File: src/rtl/core/cdd_pkg.sv
// ----------------------------------------------------------------------------
// CoDel drop decision package
// Shared widths, constants, codes and the command and status types that pass
// between the controller and the datapath.
// ----------------------------------------------------------------------------
package cdd_pkg;

   localparam int TIME_BITS = 48;
   localparam int IN_BITS   = 48;
   localparam int CNT_BITS  = 32;
   localparam int ITER_BITS = 6;

   typedef logic [TIME_BITS-1:0] time_type;

   localparam logic [IN_BITS-1:0] ONE_SEC_NS = 48'd1000000000;
   localparam logic [19:0]        NS_PER_MS  = 20'd1000000;
   localparam logic [23:0]        LAW_NUM    = 24'd16000000;

   localparam logic [31:0] TARGET_RESET   = 32'd5000000;
   localparam logic [9:0]  INTERVAL_RESET = 10'd100;

   localparam logic [0:0] REG_TARGET   = 1'b0;
   localparam logic [0:0] REG_INTERVAL = 1'b1;

   localparam logic [1:0] VERDICT_FORWARD = 2'd0;
   localparam logic [1:0] VERDICT_DROP    = 2'd1;
   localparam logic [1:0] VERDICT_EMPTY   = 2'd2;

   localparam logic [1:0] FOLLOW_FRESH = 2'd0;
   localparam logic [1:0] FOLLOW_ENTRY = 2'd1;
   localparam logic [1:0] FOLLOW_STATE = 2'd2;

   localparam logic [ITER_BITS-1:0] SQRT_LAST_ITER = 6'd19;
   localparam logic [ITER_BITS-1:0] DIV_LAST_ITER  = 6'd33;

   typedef enum logic [6:0] {
      S_IDLE    = 7'b0000001,
      S_EVAL    = 7'b0000010,
      S_SQ_INIT = 7'b0000100,
      S_SQ_RUN  = 7'b0001000,
      S_DV_INIT = 7'b0010000,
      S_DV_RUN  = 7'b0100000,
      S_FINISH  = 7'b1000000
   } state_type;

   typedef struct packed {
      logic load;
      logic eval;
      logic sq_init;
      logic sq_step;
      logic dv_init;
      logic dv_step;
      logic finish;
   } cmd_type;

   typedef struct packed {
      logic need_law;
      logic iter_last;
   } status_type;

endpackage

File: src/rtl/core/cdd_ctrl.sv
// ----------------------------------------------------------------------------
// CoDel drop decision controller
// Sequences one word through evaluation, the square root and the division if
// the law is needed, and the final commit, and owns the result valid flag.
// ----------------------------------------------------------------------------
module cdd_ctrl (
   input  logic               clock,
   input  logic               reset,
   input  logic               req_valid,
   output logic               req_ready,
   output logic               rsp_valid,
   input  logic               rsp_ready,
   input  cdd_pkg::status_type status,
   output cdd_pkg::cmd_type    cmd
);

   cdd_pkg::state_type state_ff, state_in;
   logic rsp_valid_ff, rsp_valid_in;
   logic slot_free;

   assign slot_free = !rsp_valid_ff || rsp_ready;
   assign req_ready = (state_ff == cdd_pkg::S_IDLE);
   assign rsp_valid = rsp_valid_ff;

   always_comb begin
      state_in = state_ff;
      cmd      = '0;
      case (state_ff)
         cdd_pkg::S_IDLE: begin
            if (req_valid) begin
               cmd.load = 1'b1;
               state_in = cdd_pkg::S_EVAL;
            end
         end
         cdd_pkg::S_EVAL: begin
            cmd.eval = 1'b1;
            state_in = status.need_law ? cdd_pkg::S_SQ_INIT : cdd_pkg::S_FINISH;
         end
         cdd_pkg::S_SQ_INIT: begin
            cmd.sq_init = 1'b1;
            state_in    = cdd_pkg::S_SQ_RUN;
         end
         cdd_pkg::S_SQ_RUN: begin
            cmd.sq_step = 1'b1;
            if (status.iter_last) begin
               state_in = cdd_pkg::S_DV_INIT;
            end
         end
         cdd_pkg::S_DV_INIT: begin
            cmd.dv_init = 1'b1;
            state_in    = cdd_pkg::S_DV_RUN;
         end
         cdd_pkg::S_DV_RUN: begin
            cmd.dv_step = 1'b1;
            if (status.iter_last) begin
               state_in = cdd_pkg::S_FINISH;
            end
         end
         cdd_pkg::S_FINISH: begin
            if (slot_free) begin
               cmd.finish = 1'b1;
               state_in   = cdd_pkg::S_IDLE;
            end
         end
         default: begin
            state_in = cdd_pkg::S_IDLE;
         end
      endcase
   end

   always_comb begin
      if (cmd.finish) begin
         rsp_valid_in = 1'b1;
      end else if (rsp_ready) begin
         rsp_valid_in = 1'b0;
      end else begin
         rsp_valid_in = rsp_valid_ff;
      end
   end

   always_ff @(posedge clock) begin
      if (reset) begin
         state_ff     <= cdd_pkg::S_IDLE;
         rsp_valid_ff <= 1'b0;
      end else begin
         state_ff     <= state_in;
         rsp_valid_ff <= rsp_valid_in;
      end
   end

endmodule

File: src/rtl/core/cdd_dpath.sv
// ----------------------------------------------------------------------------
// CoDel drop decision datapath
// Holds the configuration, the queue state and the result registers, and
// computes the control law with an iterative square root and divider.
// ----------------------------------------------------------------------------
module cdd_dpath (
   input  logic                          clock,
   input  logic                          reset,
   input  logic                          csr_we,
   input  logic [0:0]                    csr_index,
   input  logic [31:0]                   csr_wdata,
   input  logic                          req_present,
   input  logic [cdd_pkg::IN_BITS-1:0]   req_now_ns,
   input  logic [cdd_pkg::IN_BITS-1:0]   req_arrival_ns,
   output logic [1:0]                    rsp_verdict,
   output logic                          rsp_in_dropping,
   output logic [31:0]                   rsp_drops_total,
   input  cdd_pkg::cmd_type              cmd,
   output cdd_pkg::status_type           status
);

   localparam int TB = cdd_pkg::TIME_BITS;

   logic [31:0] target_ff;
   logic [9:0]  ivl_ff;

   logic                        present_ff;
   cdd_pkg::time_type           now_ff;
   logic [cdd_pkg::IN_BITS-1:0] arr_ff;

   logic                          dropping_ff, dropping_in;
   cdd_pkg::time_type             fa_ff, fa_in;
   cdd_pkg::time_type             dn_ff, dn_in;
   logic [cdd_pkg::CNT_BITS-1:0]  count_ff, count_in;
   logic [31:0]                   seen_ff, seen_in;
   logic [1:0]                    follow_ff, follow_in;
   logic [1:0]                    verdict_ff, verdict_in;
   logic                          law_mode2_ff, law_mode2_in;
   logic                          law_on_ff, law_on_in;
   cdd_pkg::time_type             law_base_ff, law_base_in;

   logic [39:0] sq_rem_ff, sq_res_ff, sq_bit_ff;
   logic [33:0] dv_num_ff;
   logic [20:0] dv_rem_ff, dv_den_ff;
   logic [cdd_pkg::ITER_BITS-1:0] iter_ff;

   logic [1:0]  rsp_verdict_ff;
   logic        rsp_dropping_ff;
   logic [31:0] rsp_seen_ff;

   logic [29:0]       ins;
   cdd_pkg::time_type ins_t, arr_t, d_na, d_nfa, d_nn, d_nf2;
   logic              stamped, lt_target, ok, valid, dl_next, dl_fa;
   logic [cdd_pkg::CNT_BITS-1:0] count_sat_inc, count_dec;

   logic [40:0] sq_try;
   logic        sq_take;
   logic [21:0] dv_shift;
   logic        dv_take;
   logic [20:0] root;
   cdd_pkg::time_type dn_law, d_nlaw;

   assign ins    = 30'(ivl_ff) * 30'(cdd_pkg::NS_PER_MS);
   assign ins_t  = cdd_pkg::time_type'(ins);
   assign arr_t  = cdd_pkg::time_type'(arr_ff);
   assign d_na   = now_ff - arr_t;
   assign d_nfa  = now_ff - fa_ff;
   assign d_nn   = now_ff - dn_ff;
   assign stamped   = (arr_ff >= cdd_pkg::ONE_SEC_NS);
   assign lt_target = d_na[TB-1] || (d_na < cdd_pkg::time_type'(target_ff));
   assign dl_next   = d_nn[TB-1] || (d_nn < ins_t);
   assign d_nf2     = now_ff - fa_in;
   assign dl_fa     = d_nf2[TB-1] || (d_nf2 < ins_t);
   assign count_sat_inc = (count_ff == '1) ? count_ff : count_ff + 1'b1;
   assign count_dec = (count_ff > 32'd2) ? count_ff - 32'd2 : 32'd1;

   always_comb begin
      fa_in        = fa_ff;
      ok           = 1'b0;
      valid        = 1'b0;
      dropping_in  = dropping_ff;
      count_in     = count_ff;
      seen_in      = seen_ff;
      follow_in    = cdd_pkg::FOLLOW_FRESH;
      verdict_in   = present_ff ? cdd_pkg::VERDICT_FORWARD : cdd_pkg::VERDICT_EMPTY;
      law_on_in    = 1'b0;
      law_mode2_in = 1'b0;
      law_base_in  = now_ff;
      if (!present_ff) begin
         fa_in = '0;
      end else if (stamped) begin
         valid = 1'b1;
         if (lt_target) begin
            fa_in = '0;
         end else if (fa_ff == '0) begin
            fa_in = now_ff + ins_t;
         end else if (!d_nfa[TB-1]) begin
            ok = 1'b1;
         end
      end
      if (follow_ff == cdd_pkg::FOLLOW_ENTRY) begin
         dropping_in = dropping_ff;
      end else if (follow_ff == cdd_pkg::FOLLOW_STATE) begin
         if (!ok) begin
            dropping_in = 1'b0;
         end else begin
            law_on_in    = 1'b1;
            law_mode2_in = 1'b1;
            law_base_in  = dn_ff;
         end
      end else if (!valid) begin
         dropping_in = 1'b0;
      end else if (dropping_ff) begin
         if (!ok) begin
            dropping_in = 1'b0;
         end else if (!d_nn[TB-1]) begin
            verdict_in = cdd_pkg::VERDICT_DROP;
            seen_in    = seen_ff + 32'd1;
            count_in   = count_sat_inc;
            follow_in  = cdd_pkg::FOLLOW_STATE;
         end
      end else if (ok && (dl_next || !dl_fa)) begin
         verdict_in  = cdd_pkg::VERDICT_DROP;
         seen_in     = seen_ff + 32'd1;
         dropping_in = 1'b1;
         count_in    = dl_next ? count_dec : 32'd1;
         law_on_in   = 1'b1;
         follow_in   = cdd_pkg::FOLLOW_ENTRY;
      end
   end

   assign sq_try   = {1'b0, sq_res_ff} + {1'b0, sq_bit_ff};
   assign sq_take  = ({1'b0, sq_rem_ff} >= sq_try);
   assign dv_shift = {dv_rem_ff, dv_num_ff[33]};
   assign dv_take  = (dv_shift >= {1'b0, dv_den_ff});
   assign root     = (sq_res_ff[20:0] == '0) ? 21'd1 : sq_res_ff[20:0];
   assign dn_law   = law_base_ff + cdd_pkg::time_type'(dv_num_ff);
   assign d_nlaw   = now_ff - dn_law;

   assign status.need_law  = law_on_in;
   assign status.iter_last = (iter_ff == '0);

   always_ff @(posedge clock) begin
      if (reset) begin
         target_ff    <= cdd_pkg::TARGET_RESET;
         ivl_ff       <= cdd_pkg::INTERVAL_RESET;
         dropping_ff  <= 1'b0;
         fa_ff        <= '0;
         dn_ff        <= '0;
         count_ff     <= '0;
         seen_ff      <= '0;
         follow_ff    <= cdd_pkg::FOLLOW_FRESH;
         law_on_ff    <= 1'b0;
         law_mode2_ff <= 1'b0;
      end else begin
         if (csr_we) begin
            if (csr_index == cdd_pkg::REG_TARGET) begin
               target_ff <= csr_wdata;
            end else begin
               ivl_ff <= csr_wdata[9:0];
            end
         end
         if (cmd.eval) begin
            fa_ff        <= fa_in;
            dropping_ff  <= dropping_in;
            count_ff     <= count_in;
            seen_ff      <= seen_in;
            follow_ff    <= follow_in;
            law_on_ff    <= law_on_in;
            law_mode2_ff <= law_mode2_in;
         end
         if (cmd.finish) begin
            law_on_ff    <= 1'b0;
            law_mode2_ff <= 1'b0;
            if (law_on_ff) begin
               dn_ff <= dn_law;
            end
            if (law_mode2_ff && !d_nlaw[TB-1]) begin
               seen_ff   <= seen_ff + 32'd1;
               count_ff  <= count_sat_inc;
               follow_ff <= cdd_pkg::FOLLOW_STATE;
            end
         end
      end
   end

   always_ff @(posedge clock) begin
      if (cmd.load) begin
         present_ff <= req_present;
         now_ff     <= cdd_pkg::time_type'(req_now_ns);
         arr_ff     <= req_arrival_ns;
      end
      if (cmd.eval) begin
         verdict_ff  <= verdict_in;
         law_base_ff <= law_base_in;
      end
      if (cmd.sq_init) begin
         sq_rem_ff <= {count_ff, 8'd0};
         sq_res_ff <= '0;
         sq_bit_ff <= 40'd1 << 38;
         iter_ff   <= cdd_pkg::SQRT_LAST_ITER;
      end
      if (cmd.sq_step) begin
         if (sq_take) begin
            sq_rem_ff <= sq_rem_ff - sq_try[39:0];
            sq_res_ff <= (sq_res_ff >> 1) + sq_bit_ff;
         end else begin
            sq_res_ff <= sq_res_ff >> 1;
         end
         sq_bit_ff <= sq_bit_ff >> 2;
         iter_ff   <= iter_ff - 1'b1;
      end
      if (cmd.dv_init) begin
         dv_num_ff <= 34'(ivl_ff) * 34'(cdd_pkg::LAW_NUM);
         dv_rem_ff <= '0;
         dv_den_ff <= root;
         iter_ff   <= cdd_pkg::DIV_LAST_ITER;
      end
      if (cmd.dv_step) begin
         dv_rem_ff <= dv_take ? 21'(dv_shift - {1'b0, dv_den_ff}) : dv_shift[20:0];
         dv_num_ff <= {dv_num_ff[32:0], dv_take};
         iter_ff   <= iter_ff - 1'b1;
      end
      if (cmd.finish) begin
         rsp_dropping_ff <= dropping_ff;
         if (law_mode2_ff && !d_nlaw[TB-1]) begin
            rsp_verdict_ff <= cdd_pkg::VERDICT_DROP;
            rsp_seen_ff    <= seen_ff + 32'd1;
         end else begin
            rsp_verdict_ff <= verdict_ff;
            rsp_seen_ff    <= seen_ff;
         end
      end
   end

   assign rsp_verdict     = rsp_verdict_ff;
   assign rsp_in_dropping = rsp_dropping_ff;
   assign rsp_drops_total = rsp_seen_ff;

endmodule

File: src/rtl/core/codel_drop_decision_top.sv
// ----------------------------------------------------------------------------
// CoDel drop decision, top level
// Judges one head-of-queue word at a time and reports forward, drop or empty.
//
// The request channel carries one event: whether the queue gave a packet,
// the current time and the packet's arrival stamp. The response channel
// returns the verdict, the dropping mode after the event and the running
// drop total. Both channels use valid and ready.
// The configuration port writes the sojourn target and the interval; a write
// takes effect at the next clock edge. The user must write them only while
// the block is idle; the block does not enforce this. A word that needs no
// new drop time skips the control law. A word that moves the drop time runs
// the control law: a 20-step square root and a 34-step restoring divider,
// one step per cycle. One word is in work at a time; the next is accepted
// once the previous one sits in the response register.
// If the receiver stalls, the response register holds its word and the next
// word waits at its final step until the register is free.
// Reset clears the queue state, loads the default configuration and leaves
// the response channel empty.
// ----------------------------------------------------------------------------
module codel_drop_decision_top (
   input  logic                        clock,
   input  logic                        reset,
   input  logic                        csr_we,
   input  logic [0:0]                  csr_index,
   input  logic [31:0]                 csr_wdata,
   input  logic                        req_valid,
   output logic                        req_ready,
   input  logic                        req_present,
   input  logic [cdd_pkg::IN_BITS-1:0] req_now_ns,
   input  logic [cdd_pkg::IN_BITS-1:0] req_arrival_ns,
   output logic                        rsp_valid,
   input  logic                        rsp_ready,
   output logic [1:0]                  rsp_verdict,
   output logic                        rsp_in_dropping,
   output logic [31:0]                 rsp_drops_total
);

   cdd_pkg::cmd_type    cmd;
   cdd_pkg::status_type status;

   cdd_ctrl u_ctrl (
      .clock     (clock),
      .reset     (reset),
      .req_valid (req_valid),
      .req_ready (req_ready),
      .rsp_valid (rsp_valid),
      .rsp_ready (rsp_ready),
      .status    (status),
      .cmd       (cmd)
   );

   cdd_dpath u_dpath (
      .clock           (clock),
      .reset           (reset),
      .csr_we          (csr_we),
      .csr_index       (csr_index),
      .csr_wdata       (csr_wdata),
      .req_present     (req_present),
      .req_now_ns      (req_now_ns),
      .req_arrival_ns  (req_arrival_ns),
      .rsp_verdict     (rsp_verdict),
      .rsp_in_dropping (rsp_in_dropping),
      .rsp_drops_total (rsp_drops_total),
      .cmd             (cmd),
      .status          (status)
   );

endmodule

File: config.mk
export PLATFORM = sky130hd
export DESIGN_NAME = codel_drop_decision_top
export DESIGN_NICKNAME = d
export VERILOG_FILES = /design/src/rtl/core/cdd_pkg.sv /design/src/rtl/core/cdd_ctrl.sv /design/src/rtl/core/cdd_dpath.sv /design/src/rtl/core/codel_drop_decision_top.sv
export SDC_FILE = /design/constraint.sdc
export NUM_CORES = 2
export LEC_CHECK = 0
export BUFFER_PORTS_ARGS = -buffer_cell sky130_fd_sc_hd__clkbuf_2
export CAP_MARGIN = 0
export CORE_UTILIZATION = 25
export CTS_CLUSTER_DIAMETER = 60
export DETAILED_ROUTE_END_ITERATION = 8
export PLACE_DENSITY = 0.45
export SYNTH_ARGS = -nofsm -noshare
export SYNTH_HDL_FRONTEND = slang
export SYNTH_SLANG_ARGS = --single-unit
File: constraint.sdc
create_clock -name clock -period 16.3 [get_ports clock]
set_clock_uncertainty 0.05 [all_clocks]
set_input_delay 2.445 -clock clock [delete_from_list [all_inputs] [get_ports clock]]
set_output_delay 2.445 -clock clock [all_outputs]
set_load 0.03 [all_outputs]
==> metrics.cfg <==
[synthesis]
postSynth.asyncResetShare=0
netlist-cell-type-count=101
ys_warn_count=0
yosysSeqAreaShare=0.309
ys.flop_type=edfxtp_1
synth_cells=5738
synth_area_per_cell_um2=8.35
syn_nets=6455
ys_seq_elements=579
synth_edf_count=323
mappedNetlistArea_um2=47900

[routing]
vias_per_cell=4.99
dr.pass1.iters=5
drt_iter0_markers=2791
postRouteAntennaNets=0
drc=0
wl_per_cell_um=19.6
via_count=42200
routed_wl_um=165000

[power_and_ir_drop]
vdd_drop_max_mv=0.0800
intPower_mw=3.61
finalPower_mw=5.89
p_clk_frac=0.347
p_switching_mw=2.28
power_frac_seq=0.274
p_leak_nw=22.4
combPwrFrac=0.379
power_density_nw_per_um2=107
switching_share=0.387

[final_layout]
final_cell_area_um2=54900
fill_cells=20500
seq_area_um2=14800
final_common_cell=nor2_1
syn2layout_area_growth_pct=14.6
final_cell_mix=nor2_1, ha_1, nand2_1, a21oi_1, inv_1
final_nets=6570
postLayoutCoreUtil=0.289
drive_gt1_frac=0.0897
multi_input_area_um2=30900

[die]
die_area_um2=193000
rows=160
design.core.area_um2=190000
die_w_um=440
start_util=0.252
ios=172
die_h_um=440

[worst_setup_path]
crit_fanout=28
worst_ep_required_time_ns=16.86
path_class=flip-flop to flip-flop
cp_slowest_cell=o2bb2ai_1
critPathArrivalTime_ns=13.91
crit_top_cell=o21ai_0
crit_path_max_incr_delay_ns=0.64
start_kind=flip-flop
end_kind=flip-flop

[clocking]
cts.clk_slew.worst_paths_ns=0.06
h-tree-depth=3
cts-root-buf=clkbuf_16
cts_setup_buffers=0
cts_buffers=93
cts_hold_buffers=0
cts_tree=built
cts.repair.resized=0
max-clock-path-buffers=3
cts.sinks=579
clock_latency_ns=0.72

[sta]
fmax_ghz=0.0749
rsz0062_at_grt=no
slew_violations=0
setup_ws_ns=2.95
setup_tns_ns=0
fin_crit_sh=0.819
setup_viol=0
fin_crit_ns=13.35
max_slew_margin=0.121
worst_pin_slew_ns=1.31
hold_viol=0

[min_path]
hold_class=flip-flop to flip-flop

[global_route]
grt_pass1_vias=41200
grt-ovfl-total=0
grt_use_total=0.168
grt_max_degree=89
antenna_found_initial=5
grt_first_pass_wirelength_um=252000

[placement]
place_area_um2=51700
portBuffers=171
dp_slack_ns=3.08
detailed_place_hpwl_um=129000
routabilityCongestion=0.917

[run]
maxCapViolCount=0

[run_status]
status=complete, no violations

cell type report:
cell class                      count  share of cell area
Timing Repair Buffer              260              0.0279
Inverter                          371              0.0254
Sequential cell                   579               0.270
Clock inverter                     66              0.0130
Clock buffer                      110              0.0448
Multi-Input combinational cell   4548               0.562
Tap cell                         2511              0.0572
Antenna cell                        4            0.000182
final timing paths:
path                         startpoint                     to  slack (ns)  cells after the start
setup / recovery      u_dpath.now_ff[4]    u_dpath.seen_ff[28]        2.95                     53
hold reg to reg   u_dpath.target_ff[23]  u_dpath.target_ff[23]        0.40                      2
hold / removal    u_dpath.target_ff[23]  u_dpath.target_ff[23]        0.40                      2
setup reg to reg      u_dpath.now_ff[4]    u_dpath.seen_ff[28]        2.95                     53
critical path: cells and delay by family, from the launching register on:
family / cells / cell delay, ns
AO/OA/AOI/OAI: 26 / 6.22
AND/OR/NAND/NOR: 19 / 4.07
XOR/XNOR: 2 / 0.35
multiplexers: 1 / 0.31
flip-flops: 1 / 0.57
buffers and inverters: 1 / 0.28
adder cells (fa/ha/maj): 4 / 1.36
metal layers:
metal,up-vias,GRT usage,routed length (µm)
met5,-,0,7
met4,2,0.0423,3790
met3,187,0.0201,6620
met2,854,0.296,81100
met1,20200,0.215,74000
li1,21000,-,-
through the flow:
step	cells	hold WS [ns]
finish	8449	0.403
detailed placement	8269	0.400
global route	8448	0.421
global placement	8269	0.395
CTS	8445	0.407
floorplan	5738	0.386
synthesized netlist by cell type (124+ instances only):
| cell | count | share of area |
|---|---|---|
| a21o_1 | 171 | 0.027 |
| a21oi_1 | 491 | 0.051 |
| clkbuf_1 | 209 | 0.016 |
| dfxtp_1 | 256 | 0.11 |
| edfxtp_1 | 323 | 0.20 |
| ha_1 | 552 | 0.14 |
| inv_1 | 369 | 0.029 |
| nand2_1 | 553 | 0.043 |
| nand3_1 | 124 | 0.013 |
| nor2_1 | 569 | 0.045 |
| o21ai_0 | 339 | 0.035 |
| xnor2_1 | 204 | 0.037 |
| xor2_1 | 167 | 0.031 |
sequential cells by signal, summed over array words and instances, names as in the netlist, 34 cells and up:
| register | flops |
|---|---|
| u_dpath.arr_ff | 48 |
| u_dpath.dn_ff | 48 |
| u_dpath.dv_num_ff | 34 |
| u_dpath.sq_res_ff | 40 |
| u_dpath.now_ff | 48 |
| u_dpath.fa_ff | 48 |
| u_dpath.law_base_ff | 48 |
| u_dpath.sq_rem_ff | 40 |
cells by family (layout without fill, tap and decap cells):
kind of cell / after synthesis / count (layout) / share of synthesized area
AOI/OAI and AO/OA: 1556 / 1556 / 0.205
xor gates and xnor gates: 371 / 371 / 0.0678
adders and majority gates: 582 / 582 / 0.157
buffers and inverters: 611 / 807 / 0.0482
DFF: 579 / 579 / 0.309
muxes: 91 / 91 / 0.0200
other: 0 / 4 / 0
and+or+nand+nor: 1948 / 1948 / 0.193
power groups by stage:
stage,Clock (mW),Sequential (mW),Combinational (mW)
6_report,2.05,1.61,2.23
3_5_place_dp,0,1.65,2.21
5_1_grt,2.16,1.62,2.48
2_1_floorplan,0,1.65,1.50
3_3_place_gp,0,1.64,2.22
4_1_cts,2.11,1.62,2.23
(Power assumes the default switching activity.)
